## src/design/lr_pkg.sv

```systemverilog
// ----------------------------------------------------------------------------
// lr_pkg: shared types for the line rasterizer
// Command and status bundles that pass between the controller and the datapath.
// ----------------------------------------------------------------------------
package lr_pkg;

  typedef enum logic {
    OP_LOAD = 1'b0,
    OP_STEP = 1'b1
  } op_t;

  typedef struct packed {
    logic capture;  // latch start point and raw deltas
    logic setup;    // derive deltas, directions and error term
    logic advance;  // emit current pixel and move one step
  } cmd_t;

  typedef struct packed {
    logic last;     // current pixel is the final endpoint
  } status_t;

endpackage

```

## src/design/lr_ctrl.sv

```systemverilog
// ----------------------------------------------------------------------------
// lr_ctrl: line rasterizer controller
// Sequences load setup and pixel steps, drives busy and the result strobe.
// ----------------------------------------------------------------------------
module lr_ctrl (
  input  logic             clk,
  input  logic             rst_n,
  input  logic             start,
  input  logic             op,
  input  lr_pkg::status_t  status,
  output logic             busy,
  output logic             out_valid,
  output lr_pkg::cmd_t     cmd
);

  typedef enum logic [1:0] {
    ST_IDLE,
    ST_SETUP,
    ST_DRAW
  } state_t;

  state_t state_r, state_nxt;
  logic   busy_r, busy_nxt;
  logic   valid_r, valid_nxt;
  logic   accept;

  assign accept = start & ~busy_r;

  always_comb begin
    state_nxt   = state_r;
    busy_nxt    = 1'b0;
    valid_nxt   = 1'b0;
    cmd.capture = 1'b0;
    cmd.setup   = 1'b0;
    cmd.advance = 1'b0;
    unique case (state_r)
      ST_SETUP: begin
        cmd.setup = 1'b1;
        state_nxt = ST_DRAW;
      end
      ST_IDLE, ST_DRAW: begin
        if (accept && (op == lr_pkg::OP_LOAD)) begin
          cmd.capture = 1'b1;
          state_nxt   = ST_SETUP;
          busy_nxt    = 1'b1;
        end else if (accept && (state_r == ST_DRAW)) begin
          cmd.advance = 1'b1;
          valid_nxt   = 1'b1;
          if (status.last) begin
            state_nxt = ST_IDLE;
          end
        end
      end
      default: begin
        state_nxt = ST_IDLE;
      end
    endcase
  end

  always_ff @(posedge clk) begin
    if (!rst_n) begin
      state_r <= ST_IDLE;
      busy_r  <= 1'b0;
      valid_r <= 1'b0;
    end else begin
      state_r <= state_nxt;
      busy_r  <= busy_nxt;
      valid_r <= valid_nxt;
    end
  end

  assign busy      = busy_r;
  assign out_valid = valid_r;

endmodule

```

## src/design/lr_datapath.sv

```systemverilog
// ----------------------------------------------------------------------------
// lr_datapath: line rasterizer datapath
// Delta setup, Bresenham error update, coordinate counters and output word.
// ----------------------------------------------------------------------------
module lr_datapath #(
  parameter int COORD_BITS = 12
) (
  input  logic                         clk,
  input  lr_pkg::cmd_t                 cmd,
  input  logic signed [COORD_BITS-1:0] in_start_x,
  input  logic signed [COORD_BITS-1:0] in_start_y,
  input  logic signed [COORD_BITS-1:0] in_end_x,
  input  logic signed [COORD_BITS-1:0] in_end_y,
  output lr_pkg::status_t              status,
  output logic signed [COORD_BITS-1:0] out_pixel_x,
  output logic signed [COORD_BITS-1:0] out_pixel_y,
  output logic                         out_last
);

  localparam int C  = COORD_BITS;
  localparam int EW = COORD_BITS + 3;

  logic signed [C:0]    dx_r, dy_r;
  logic signed [C-1:0]  cur_x_r, cur_y_r;
  logic signed [EW-1:0] err_r;
  logic [C:0]           steps_r;
  logic [C-1:0]         major_r, minor_r;
  logic                 xneg_r, yneg_r, ymaj_r;
  logic signed [C-1:0]  px_r, py_r;
  logic                 plast_r;

  // setup terms
  logic [C:0]           adx_full, ady_full;
  logic [C-1:0]         adx, ady, major_nxt, minor_nxt;
  logic                 ymaj_nxt;
  logic signed [EW-1:0] err_init;

  // step terms
  logic signed [EW-1:0] two_minor, two_diff, err_step;
  logic                 minor_move, last;
  logic signed [C-1:0]  x_inc, y_inc;

  assign adx_full  = dx_r[C] ? (-dx_r) : dx_r;
  assign ady_full  = dy_r[C] ? (-dy_r) : dy_r;
  assign adx       = adx_full[C-1:0];
  assign ady       = ady_full[C-1:0];
  assign ymaj_nxt  = ady > adx;
  assign major_nxt = ymaj_nxt ? ady : adx;
  assign minor_nxt = ymaj_nxt ? adx : ady;
  assign err_init  = $signed({2'b00, minor_nxt, 1'b0}) - $signed({3'b000, major_nxt});

  assign two_minor  = $signed({2'b00, minor_r, 1'b0});
  assign two_diff   = two_minor - $signed({2'b00, major_r, 1'b0});
  assign minor_move = ~err_r[EW-1] & (err_r != '0);
  assign err_step   = err_r + (minor_move ? two_diff : two_minor);
  assign last       = (steps_r[C:1] == '0);
  assign x_inc      = xneg_r ? '1 : C'(1);
  assign y_inc      = yneg_r ? '1 : C'(1);

  always_ff @(posedge clk) begin
    if (cmd.capture) begin
      dx_r    <= {in_end_x[C-1], in_end_x} - {in_start_x[C-1], in_start_x};
      dy_r    <= {in_end_y[C-1], in_end_y} - {in_start_y[C-1], in_start_y};
      cur_x_r <= in_start_x;
      cur_y_r <= in_start_y;
    end else if (cmd.setup) begin
      xneg_r  <= dx_r[C];
      yneg_r  <= dy_r[C];
      ymaj_r  <= ymaj_nxt;
      major_r <= major_nxt;
      minor_r <= minor_nxt;
      err_r   <= err_init;
      steps_r <= {1'b0, major_nxt} + (C+1)'(1);
    end else if (cmd.advance) begin
      px_r    <= cur_x_r;
      py_r    <= cur_y_r;
      plast_r <= last;
      err_r   <= err_step;
      steps_r <= last ? '0 : steps_r - (C+1)'(1);
      if (ymaj_r) begin
        cur_y_r <= cur_y_r + y_inc;
        if (minor_move) begin
          cur_x_r <= cur_x_r + x_inc;
        end
      end else begin
        cur_x_r <= cur_x_r + x_inc;
        if (minor_move) begin
          cur_y_r <= cur_y_r + y_inc;
        end
      end
    end
  end

  assign status.last = last;
  assign out_pixel_x = px_r;
  assign out_pixel_y = py_r;
  assign out_last    = plast_r;

endmodule

```

## src/design/line_rasterizer.sv

```systemverilog
// ----------------------------------------------------------------------------
// line_rasterizer: Bresenham line generator, all eight octants
// Load two endpoints, then each step emits one pixel until the last one.
// ----------------------------------------------------------------------------
//  channel  | handshake          | word
//  ---------+--------------------+------------------------------------------
//  input    | start & !busy      | in_op, in_start_x/y, in_end_x/y
//  result   | out_valid (1 cyc)  | out_pixel_x, out_pixel_y, out_last
//
// a load latches the deltas, then busy is high for one setup cycle that
// forms directions, major axis and the error term.
// a step's pixel appears on the next cycle for one cycle; steps may follow
// back to back, one pixel per clock.
// reset (synchronous, active low) drops any active line. the receiver
// cannot stall, so the result register never holds a word back.
module line_rasterizer #(
  parameter int COORD_BITS = 12
) (
  input  logic                         clk,
  input  logic                         rst_n,
  input  logic                         start,
  output logic                         busy,
  input  logic                         in_op,
  input  logic signed [COORD_BITS-1:0] in_start_x,
  input  logic signed [COORD_BITS-1:0] in_start_y,
  input  logic signed [COORD_BITS-1:0] in_end_x,
  input  logic signed [COORD_BITS-1:0] in_end_y,
  output logic                         out_valid,
  output logic signed [COORD_BITS-1:0] out_pixel_x,
  output logic signed [COORD_BITS-1:0] out_pixel_y,
  output logic                         out_last
);

  lr_pkg::cmd_t    cmd;
  lr_pkg::status_t status;

  lr_ctrl u_ctrl (
    .clk       (clk),
    .rst_n     (rst_n),
    .start     (start),
    .op        (in_op),
    .status    (status),
    .busy      (busy),
    .out_valid (out_valid),
    .cmd       (cmd)
  );

  lr_datapath #(
    .COORD_BITS (COORD_BITS)
  ) u_datapath (
    .clk         (clk),
    .cmd         (cmd),
    .in_start_x  (in_start_x),
    .in_start_y  (in_start_y),
    .in_end_x    (in_end_x),
    .in_end_y    (in_end_y),
    .status      (status),
    .out_pixel_x (out_pixel_x),
    .out_pixel_y (out_pixel_y),
    .out_last    (out_last)
  );

endmodule

```

## config.mk

```make
export PLATFORM = sky130hd
export DESIGN_NAME = line_rasterizer
export DESIGN_NICKNAME = d
export VERILOG_FILES = /design/src/design/lr_pkg.sv /design/src/design/lr_ctrl.sv /design/src/design/lr_datapath.sv /design/src/design/line_rasterizer.sv
export SDC_FILE = /design/constraint.sdc
export NUM_CORES = 1
export LEC_CHECK = 0
export BUFFER_PORTS_ARGS = -buffer_cell sky130_fd_sc_hd__buf_2
export CORE_ASPECT_RATIO = 1.75
export CORE_UTILIZATION = 30
export DETAILED_ROUTE_END_ITERATION = 16
export SLEW_MARGIN = 20
export SYNTH_ARGS = -nofsm -noshare
export SYNTH_HDL_FRONTEND = slang
export SYNTH_SLANG_ARGS = --single-unit
```

## constraint.sdc

```tcl
create_clock -name clk -period 19.23 [get_ports clk]
set_input_delay 3.846 -clock clk [delete_from_list [all_inputs] [get_ports clk]]
set_output_delay 3.846 -clock clk [all_outputs]
set_load 0.02 [all_outputs]
```

==> results.ini <==
[critical_path]
critPathTopFamily=adder cells
cp.required_ns=19.41
cp-start-kind=register
max_stage_delay_ns=0.59
path_max_fanout=34
cp-end-kind=register
worstPathArrival_ns=7.39
crit_path_top_delay_cell=xnor2_1
path_buf_inv=4
setup.worst_path.class=reg -> reg

[global_route]
grt_pass1_wl_mm=39.8
grt_max_degree=50
grtUsageTotal_pct=15.0
grt.overflow.total=0
grt_pass1_vias=8072
antenna_found_initial=1

[detailed_routing]
avgRoutedWirePerCell_um=16.0
antenna_left=0
met1Wirelength_mm=8.58
top_layer=met4
met2WireLength_mm=14.3
wl_met3_um=629
vias=7709
finalWirelength_mm=24.7
drt_iter0_drc=340
dr.pass1.iters=4
vias_per_cell=4.99
drc=0

[clock_tree]
htreeDepth=4
post_cts_resized=0
clk_pin_slew_ns=0.06
clkLatencyLatePin_ns=0.44
cts_setup_buffers=0
cts_buffers=17
hold_buffers=0
cts-root-buf=clkbuf_16
clk_path_buf_depth=2
tritoncts=done
cts.sinks=134

[logic_synthesis]
synthArstFlopShare_pct=0
yosys_warnings=0
synthCells=1038
synth_cell_types=72
syn_nets=1184
ys_seq_elements=134
syn-cell-area_sq_um=10100
ys_seq_area_share_pct=39.4
dominantRegCellSynth=edfxtp_1
synth-edff-count=130
syn_area_per_cell_sq_um=9.73

[timing]
setup_tns_ns=0
worst_pin_slew_ns=0.821
rsz0062_at_grt=false
finalClockSkew_ns=0.00836
finalMaxSlewViolations=0
layout_min_cycle_time_ns=7.21
fmax_mhz=139
slew_headroom_pct=44.9
fin_crit_sh_pct=37.5
finalHoldViolations=0
setup_viol=0
holdWs_ns=0.461

[layout]
area_growth_pct=15.4
drive_gt1_share_pct=13.8
fin_nets=1273
fillers=3373
fin_cells=1546

[pwr]
swShare_pct=33.7
peakVddDrop_uv=64.1
p_seq_share_pct=32.8
powerDensity_nw_per_um2=95.5
p_int_uw=738
switchingPower_uw=376
clkPwrFrac_pct=32.6
p_comb_share_pct=34.6
p_leak_uw=0.00474

[place]
io_buffers=78
place.gp.congestion=0.902
place_inst=1513
dp_hpwl_mm=19.8

[floorplan]
fp-row-count=88
fp.dieW_um=141
die-area_sq_um=34400
io_pins=79
coreArea_sq_um=33000
die_h_um=245
start_util_pct=30.6

[hold_path]
min-delay-path-class=reg -> reg

[run_status]
status=finished, final reports clean

[run]
cap_violations=0

[cells in the final DEF (no fill, tap or decap), drive strengths merged, types with 14 or more instances in the layout]
cell	n
a21boi	22
nand2	59
inv	121
edfxtp	130
a21o	14
o31ai	15
xor2	41
nor2b	15
nor4	15
ha	87
o21ai	56
xnor2	71
nor2	114
nand2b	21
buf	89
clkbuf	18
a21oi	83
[logic make-up after synthesis]
family	Yosys count	share of synthesized area [%]
xor gates and xnor gates	112	10.0
muxes	24	2.79
buffers and inverters	141	5.33
adders and majority gates	104	13.2
DFF	134	39.4
and+or+nand+nor	267	12.4
AOI/OAI and AO/OA	256	16.8
[per-stage QoR]
stage	power (uW)	instance area, sq um	utilization (%)	setup slack [ns]
floorplan	660	10100	-	12.77
global placement	750	11000	33.3	12.18
detailed placement	756	11000	33.3	12.07
CTS	1120	11700	35.3	12.03
global route	1180	11700	35.3	11.46
finish	1110	11700	35.3	12.02
[worst reg2reg max path: stages, from the launching register on]
cell and delay [ns]:
edfxtp_1 0.49, inv_1 0.13, ha_1 0.25, nand2b_1 0.16, xnor2_1 0.59, inv_1 0.19, ha_1 0.35, o21ai_0 0.08
nand2b_1 0.07, a21oi_1 0.07, or4_4 0.54, a31oi_4 0.30, o21ai_4 0.08, buf_4 0.28, nand2_1 0.14, a21boi_0 0.53
inv_1 0.10, ha_1 0.32, a21oi_1 0.07, maj3_1 0.39, maj3_1 0.38, maj3_1 0.40, nor2_1 0.11, o21ai_0 0.09
mux2i_2 0.36, a211oi_1 0.16, a211oi_1 0.22, o31ai_1 0.10
[layout make-up]
| cell class | instances | area [sq um] | area share, % |
|---|---|---|---|
| Timing Repair Buffer | 89 | 473 | 4.06 |
| Inverter | 122 | 458 | 3.93 |
| Sequential cell | 134 | 3980 | 34.2 |
| Tap cell | 405 | 507 | 4.35 |
| Multi-Input combinational cell | 763 | 5580 | 47.9 |
| Clock buffer | 18 | 429 | 3.68 |
| Clock inverter | 14 | 225 | 1.93 |
| Antenna cell | 1 | 2.50 | 0.0215 |
[power by group through the flow]
stage	logic, uW	clock network [uW]	registers, uW
final	385	363	365
after global routing	430	379	367
after CTS	387	369	366
after detailed placement	384	0	372
after global placement	379	0	371
after floorplan	293	0	367
[path summary, 6_finish.rpt]
path	depth (start not counted)	startpoint	endpoint	slack [ns]
max	27	u_datapath.dx_r[0]	u_datapath.err_r[11]	12.02
min	0	u_datapath.cur_x_r[5]	u_datapath.out_pixel_x[5]	0.46
min reg2reg	0	u_datapath.cur_x_r[5]	u_datapath.out_pixel_x[5]	0.46
max reg2reg	27	u_datapath.dx_r[0]	u_datapath.err_r[11]	12.02
[sequential cells by signal, indices dropped and copies added (netlist names)]
signal and cells:
u_ctrl.out_valid 1, u_datapath.yneg_r 1, u_datapath.out_last 1, u_datapath.ymaj_r 1, u_datapath.xneg_r 1, u_datapath.cur_y_r 12
u_ctrl.busy 1, u_datapath.dy_r 13, u_datapath.err_r 15, u_datapath.dx_r 13, u_ctrl.state_r 2, u_datapath.steps_r 13
u_datapath.minor_r 12, u_datapath.major_r 12, u_datapath.cur_x_r 12, u_datapath.out_pixel_x 12, u_datapath.out_pixel_y 12
[routing by layer]
| layer | track usage, % | vias up |
|---|---|---|
| met2 | 30.7 | 141 |
| li1 | - | 3886 |
| met4 | 9.11 | 0 |
| met1 | 13.4 | 3635 |
| met5 | 0 | - |
| met3 | 2.34 | 47 |
[Yosys cell counts (all sizes together) (13+ instances only)]
cell type,n,area (sq um)
a21boi,22,165
a21o,14,105
a21oi,83,427
clkbuf,13,48.8
edfxtp,130,3900
ha,87,1090
inv,120,450
mux2i,13,154
nand2,59,221
nand2b,21,131
nand3,13,65.1
nor2,114,428
nor2b,15,93.8
nor4,15,113
o21ai,56,292
o31ai,15,126
xnor2,71,629
xor2,41,385
Note: power is estimated with default switching activity, not from simulation.
